File: config.mk
export PLATFORM = sky130hd
export DESIGN_NAME = c8x_ram
export DESIGN_NICKNAME = d
export VERILOG_FILES = /design/src/rtl/c8x_ram.sv
export SDC_FILE = /design/constraint.sdc
export NUM_CORES = 1
export LEC_CHECK = 0
export BUFFER_PORTS_ARGS = -buffer_cell sky130_fd_sc_hd__buf_2
export CAP_MARGIN = 30
export CORE_MARGIN = 2
export CORE_UTILIZATION = 40
export DETAILED_ROUTE_END_ITERATION = 6
export PLACE_DENSITY = 0.64
export SKIP_CTS_REPAIR_TIMING = 1
export SLEW_MARGIN = 20
export SYNTH_ARGS = -nofsm -noshare
export SYNTH_HDL_FRONTEND = slang
export SYNTH_SLANG_ARGS = --single-unit
File: constraint.sdc
create_clock -name clock -period 2.1 [get_ports clock]
set_input_delay 0.21 -clock clock [delete_from_list [all_inputs] [get_ports clock]]
set_output_delay 0.21 -clock clock [all_outputs]
set_load 0.005 [all_outputs]
File: src/rtl/c8x_ram.sv
// ----------------------------------------------------------------------------
// c8x_ram
// Single-port synchronous RAM with a registered read.
// ----------------------------------------------------------------------------
module c8x_ram #(
   parameter int WIDTH = 8,
   parameter int DEPTH = 16
) (
   input  logic                     clock,
   input  logic                     wr_en,
   input  logic [$clog2(DEPTH)-1:0] addr,
   input  logic [WIDTH-1:0]         wr_data,
   output logic [WIDTH-1:0]         rd_data
);
   logic [WIDTH-1:0] mem [DEPTH];

   always_ff @(posedge clock) begin
      if (wr_en) begin
         mem[addr] <= wr_data;
      end
      rd_data <= mem[addr];
   end
endmodule

======== Word-level counts from Yosys, hierarchy flattened ========
Memories as Yosys holds them, arrays and structs flattened. A register that Yosys moved wholly into a read port is not among the register bits.
Index checks and enable logic that the tools add are counted.
storage, ports and cells
  flip-flop bits (word level) ............. 0
  memory bits (writable) .................. 128
  output and inout port bits .............. 8
  word-level logic and storage cells ...... 3
  memories kept ........................... 1
operators by class
  mux-type cells .......................... 2
memories
  name  words  width  read ports  clocked after Yosys merged registers in  wr ports  line  RTL
  mem   16     8      1           1                                        1         15    logic [WIDTH-1:0] mem [DEPTH];
operators with widths
  kind     number
  $mux W1  2

======== Depth between registers and ports, before layout ========
Gate-level depths: netlist of run 1.
  word-level depth ........................ 2
  mapped depth ............................ 5
  depth with buffers taken out ............ 3

======== Least setup slack after synthesis of run 1 ========
OpenSTA, ideal clock, no wires.
  kind .................................... input port to flip-flop
  from .................................... in addr[2]
  to ...................................... mem mem[0][0], enable pin
  setup time .............................. 383 ps
  arrival time ............................ 1320 ps
  required time ........................... 1717 ps
  setup slack ............................. 397 ps
  cell stages on the path ................. 2
  path buffers ............................ 0
  cells stage by stage .................... or3b_2 > nor3_1
RTL lines
  what                line  RTL
  start: declaration  11    input logic [$clog2(DEPTH)-1:0] addr,
  end: declaration    15
No word-level cell before the write port.

==> results.md, run 1 <==
- Commonest non-fill, non-tap cell in the layout: edfxtp_1
- Die area: 0.01359 mm²
- Total number of vias: 2387
- Measured slew at the worst slew-check pin: 0.6874 ns
- Via density: 5.090
- N_diodes: 0
- Yosys warns: 0
- Sw Ratio: 19.67%
- Most frequent cells in the layout: edfxtp_1, mux4_2, buf_4, buf_2, clkbuf_16
- Seq/Total Area, Yosys: 79.01%
- Total Negative Setup Slacks: 0 ns
- Final ANT Viol Nets: 0
- Peak supply drop: 0.0006002 V
- #FFs+latches synth: 136
- Root Buffer: clkbuf_16
- Status: finished clean
- Synthesis-to-finish area growth: 20.12%
- Comb pwr share: 4.7%
- Net switching power: 0.001196 W
- Vias in the first global route: 2531
- Max H-tree Level: 4
- Yosys cell types: 18
- # DRC: 0
- RSZ-0062 raised after global routing: false
- GRT Overall Usage: 16.03%
- Placer Congestion: 0.7329
- Power per standard cell area: 998.6 mW/mm²
- Mapped Cells: 230
- Final WL: 9607 µm
- Gr ovfl total: 0
- Fin crit share: 64.52%
- WL per Instance: 20.48 µm
- CP endpoint kind: register
- Slew margin rel.: 54.01%
- Placed cells: 437
- Core Area: 0.01252 mm²
- Syn_area_per_cell: 22.03 µm²
- Sink Count: 136
- Initial antenna violation count: 0
- Filler Cell Count: 1043
- Hold_sp: wr_data[0]
- Final HPWL from detailed placement: 6052 µm
- Clock Power Share: 45.1%
- Worst-case clock buffer depth: 2
- Startpoint Class: register
- CP max stage cell: mux4_2
- Syn Nets: 244
- # IOs: 22
- Port Buffers: 21
- Clock Latency Late Sink: 0.41 ns
- Critical path, cell by cell: mux4_2, a22oi_1, nand2_1
- Fin cells: 469
- Row count: 41
- First-pass GRT wire length: 14860 µm
- Pwr Total: 0.006079 W
- Placed cell areas: 0.005540 mm²
- Final min period: 1.355 ns
- Fin util: 48.63%
- Nets: 298
- Crit Path Class: reg -> reg
- Die width: 116.6 µm
- CP arrival: 1.63 ns
- CP delay by family, top: multiplexers
- Reg clk slew, reported paths: 0.06 ns
- Crit path required time: 2.37 ns
- Int Pwr: 0.004883 W
- Crit path max fanout: 1
- Largest net degree at the start of global routing: 40
- F_max: 738.1 MHz
- Final Slew Violations: 0
- Max-cap violation count: 0
- CTS tree: done
- CP max stage delay: 0.47 ns
- Fin. Hold Viols: 0
- Reg power frac: 50.3%
- Worst setup skew after layout: 0.007053 ns
- Initial DRC count: 350
- Share of layout cells above drive strength 1: 35.02%
- DR pass1 iterations: 4
- CP bufs+invs: 0
- Final instance area: 0.006087 mm²
- Mapped Area: 0.005067 mm²
- Die height: 116.6 µm
- Initial Util: 40.48%
- Launch point of the critical path: mem[11][7]$_DFFE_PP_
- Final setup fails: 0
- TritonCTS Buffers: 17
- P_leak: 2.023 nW
- R2R Path Start: mem[11][7]$_DFFE_PP_
- HP Class: in -> reg
==> logic make-up (layout without fill, tap and decap cells) <==
logic type	count (synthesis)	in the layout	share of synthesized area, %
buf+inv	11	78	1.185
compound gates	16	16	2.370
simple gates	35	35	3.210
mux	32	32	14.22
flops	136	136	79.01
==> Yosys cell counts <==
cell type | count | share of area, %
edfxtp_1 | 128 | 76
mux4_2 | 32 | 14
a22oi_1 | 16 | 2.4
nor2_1 | 13 | 0.96
nand2_1 | 9 | 0.67
dfxtp_1 | 8 | 3.2
buf_1 | 4 | 0.30
nor3_1 | 4 | 0.40
buf_2 | 2 | 0.20
buf_6 | 2 | 0.44
clkbuf_1 | 2 | 0.15
nand2b_1 | 2 | 0.25
nand3b_1 | 2 | 0.30
nor2b_1 | 2 | 0.25
and2_1 | 1 | 0.12
clkbuf_2 | 1 | 0.099
nand3_1 | 1 | 0.099
or3b_2 | 1 | 0.17
==> final timing paths <==
path,to,slack [ns],cells past startpoint
hold reg to reg,rd_data[4]$_DFF_P_,0.68,3
hold / removal,mem[5][0]$_DFFE_PP_,0.19,1
setup / recovery,rd_data[7]$_DFF_P_,0.75,3
setup reg to reg,rd_data[7]$_DFF_P_,0.75,3
==> flip-flops by register name, indices dropped and copies added (netlist names) <==
register  count
mem         128
rd_data       8
==> cell type report <==
type                            instances  area [µm²]  share of cell area [%]
Clock buffer                           21       440.4                   7.235
Clock inverter                         11       106.4                   1.747
Multi-Input combinational cell         83        1003                   16.49
Sequential cell                       136        4004                   65.78
Tap cell                              172       215.2                   3.535
Timing Repair Buffer                   46       317.8                   5.221
==> routing by layer <==
metal,GRT usage (%),vias to the layer above,wire length (µm),share of wire [%]
li1,-,1073,-,-
met1,21.00,1205,3841,40
met2,24.88,100,4751,49
met3,5.812,9,925,9.6
met4,5.882,0,88,0.92
met5,0,-,0,0
==> power by group through the flow <==
stage | combinational [W] | sequential (W) | clock, W
floorplan | 0.000156 | 0.00311 | 0
global placement | 0.000283 | 0.00311 | 0
detailed placement | 0.000289 | 0.00311 | 0
CTS | 0.000289 | 0.00305 | 0.00279
global route | 0.000312 | 0.00306 | 0.00290
finish | 0.000283 | 0.00306 | 0.00274
==> through the flow <==
stage	hold WS, ns	worst slack (ns)
global route	0.1895	0.7020
CTS	0.1748	0.7443
global placement	0.5916	0.3282
finish	0.1865	0.7452
floorplan	0.3089	0.3970
detailed placement	0.5932	0.3321
No activity file was read; power rests on OpenSTA's default activity.
==> run 2: changes to the inputs <==
--- a/config.mk
+++ b/config.mk
@@ -10,7 +10,7 @@
 export CORE_MARGIN = 2
 export CORE_UTILIZATION = 40
 export DETAILED_ROUTE_END_ITERATION = 6
-export PLACE_DENSITY = 0.64
+export PLACE_DENSITY = 0.66
 export SKIP_CTS_REPAIR_TIMING = 1
 export SLEW_MARGIN = 20
 export SYNTH_ARGS = -nofsm -noshare
==> constraint.sdc (replaced) <==
create_clock -name clock -period 1.1 [get_ports clock]
set_input_delay 0.11 -clock clock [delete_from_list [all_inputs] [get_ports clock]]
set_output_delay 0.11 -clock clock [all_outputs]
set_load 0.005 [all_outputs]
==> run 2 against run 1 <==
- the run now ends with negative setup slack left
- sequential power rose by 91%
- die area did not move
- worst hold slack got worse by 0.093 ns
- register-to-register slack got worse by 1.0 ns
- clock skew fell by 0.0034 ns
- utilization rose by 4.4 points
- design area rose by 9.0%
==> results.md, run 2 (synthesis results as in run 1) <==
- Critical path, cell by cell: mux4_2, a22oi_1, nand2_1 (unchanged)
- CP max stage delay: 0.48 ns (was 0.47 ns)
- Worst-case clock buffer depth: 2 (unchanged)
- Placer Congestion: 0.7377 (was 0.7329)
- Sink Count: 136 (unchanged)
- Measured slew at the worst slew-check pin: 0.7640 ns (was 0.6874 ns)
- Placed cell areas: 0.005966 mm² (was 0.005540 mm²)
- CP max stage cell: mux4_2 (unchanged)
- Final setup fails: 8 (was 0)
- First-pass GRT wire length: 15110 µm (was 14860 µm)
- Initial antenna violation count: 0 (unchanged)
- Status: finished with violations (was finished clean)
- Final instance area: 0.006636 mm² (was 0.006087 mm²)
- Power per standard cell area: 1863 mW/mm² (was 998.6 mW/mm²)
- CP delay by family, top: multiplexers (unchanged)
- Vias in the first global route: 2506 (was 2531)
- CP endpoint kind: register (unchanged)
- Crit path max fanout: 1 (unchanged)
- Peak supply drop: 0.001806 V (was 0.0006002 V)
- CP arrival: 1.65 ns (was 1.63 ns)
- Core Area: 0.01252 mm² (unchanged)
- Total number of vias: 2454 (was 2387)
- Reg clk slew, reported paths: 0.06 ns (about the same)
- Die area: 0.01359 mm² (unchanged)
- Largest net degree at the start of global routing: 20 (was 40)
- Crit path required time: 1.39 ns (was 2.37 ns)
- Via density: 5.039 (was 5.090)
- Row count: 41 (unchanged)
- # DRC: 0 (unchanged)
- DR pass1 iterations: 4 (unchanged)
- Initial Util: 40.48% (unchanged)
- Crit Path Class: reg -> reg (unchanged)
- Largest Register: mem (unchanged)
- Final ANT Viol Nets: 0 (unchanged)
- CP bufs+invs: 0 (unchanged)
- Fin util: 53.02% (was 48.63%)
- Failing checks: negative setup slack
- Share of layout cells above drive strength 1: 48.57% (was 35.02%)
- Max FFs per register: 128 (unchanged)
- P_leak: 2.222 nW (was 2.023 nW)
- Fin crit share: 123.5% (was 64.52%)
- CTS tree: done (unchanged)
- Nets: 316 (was 298)
- Port Buffers: 21 (unchanged)
- Final Slew Violations: 0 (unchanged)
- Startpoint Class: register (unchanged)
- Most frequent cells in the layout: edfxtp_1, mux4_2, buf_4, buf_2, clkbuf_16 (unchanged)
- Setup ws final: -0.2583 ns (was 0.7452 ns)
- Final HPWL from detailed placement: 6727 µm (was 6052 µm)
- HP Class: in -> reg (unchanged)
- Fin. Hold Viols: 0 (unchanged)
- Max H-tree Level: 4 (unchanged)
- N_diodes: 0 (unchanged)
- Clock Latency Late Sink: 0.41 ns (about the same)
- Final WL: 9871 µm (was 9607 µm)
- WL per Instance: 20.27 µm (was 20.48 µm)
- RSZ-0062 raised after global routing: true (was false)
- Die height: 116.6 µm (unchanged)
- F_max: 736.2 MHz (was 738.1 MHz)
- Initial DRC count: 128 (was 350)
- Max-cap violation count: 0 (unchanged)
- Synthesis-to-finish area growth: 30.96% (was 20.12%)
- # IOs: 22 (unchanged)
- Slew margin rel.: 48.96% (was 54.01%)
- Worst setup skew after layout: 0.003676 ns (was 0.007053 ns)
- Root Buffer: clkbuf_16 (unchanged)
- TritonCTS Buffers: 17 (unchanged)
- Commonest non-fill, non-tap cell in the layout: edfxtp_1 (unchanged)
- Final min period: 1.358 ns (was 1.355 ns)
- Top flop regs: mem: 128 flops, rd_data: 8 flops (unchanged)
- Die width: 116.6 µm (unchanged)
- Gr ovfl total: 0 (unchanged)
- GRT Overall Usage: 16.00% (was 16.03%)
[run 2: area by class of cell]
class,instances,area [µm²]
Multi-Input combinational cell,83,1194
Clock buffer,19,442.9
Tap cell,172,215.2
Fill cell,997,5881
Timing Repair Buffer,64,603.1
Clock inverter,13,177.7
Sequential cell,136,4004
[run 2: worst paths after layout]
path                            slack (ns)              endpoint  cells after the start                 from
worst min register to register        0.67    rd_data[0]$_DFF_P_                      3  mem[6][0]$_DFFE_PP_
worst min-delay path                  0.09  mem[13][5]$_DFFE_PP_                      1           wr_data[5]
worst max register to register       -0.26    rd_data[1]$_DFF_P_                      3  mem[3][1]$_DFFE_PP_
worst max-delay path                 -0.26    rd_data[1]$_DFF_P_                      3  mem[3][1]$_DFFE_PP_
[run 2: worst reg2reg max path: cells and delay by family (launching register included)]
kind	cells	cell delay [ns]
muxes	1	0.48
DFF	1	0.39
and+or+nand+nor	1	0.09
AOI/OAI and AO/OA	1	0.28
[run 2: where the power goes]
group / internal (W) / switching (W) / total (W)
combinational: 0.000325 / 0.000362 / 0.000687
sequential: 0.00580 / 0.0000379 / 0.00583
clock: 0.00383 / 0.00201 / 0.00585
[run 2: through the flow]
stage               instances  hold WS, ns  setup slack [ns]  TNS (ns)  power (W)
finish                    487      0.09399           -0.2583    -1.493    0.01237
global route              487      0.08785           -0.2845    -1.753    0.01277
CTS                       486      0.07825           -0.3042    -1.845    0.01246
detailed placement        454       0.4945           -0.4822    -38.32   0.006619
global placement          454       0.4918           -0.4809    -36.87   0.006601
floorplan                 230       0.2089           -0.1437    -2.637   0.006298
[run 2: metal layers]
metal / wire length, µm / GRT usage (%)
met5: 0 / 0
met4: 140 / 6.118
met3: 289 / 4.152
met2: 5008 / 25.16
met1: 4433 / 21.71
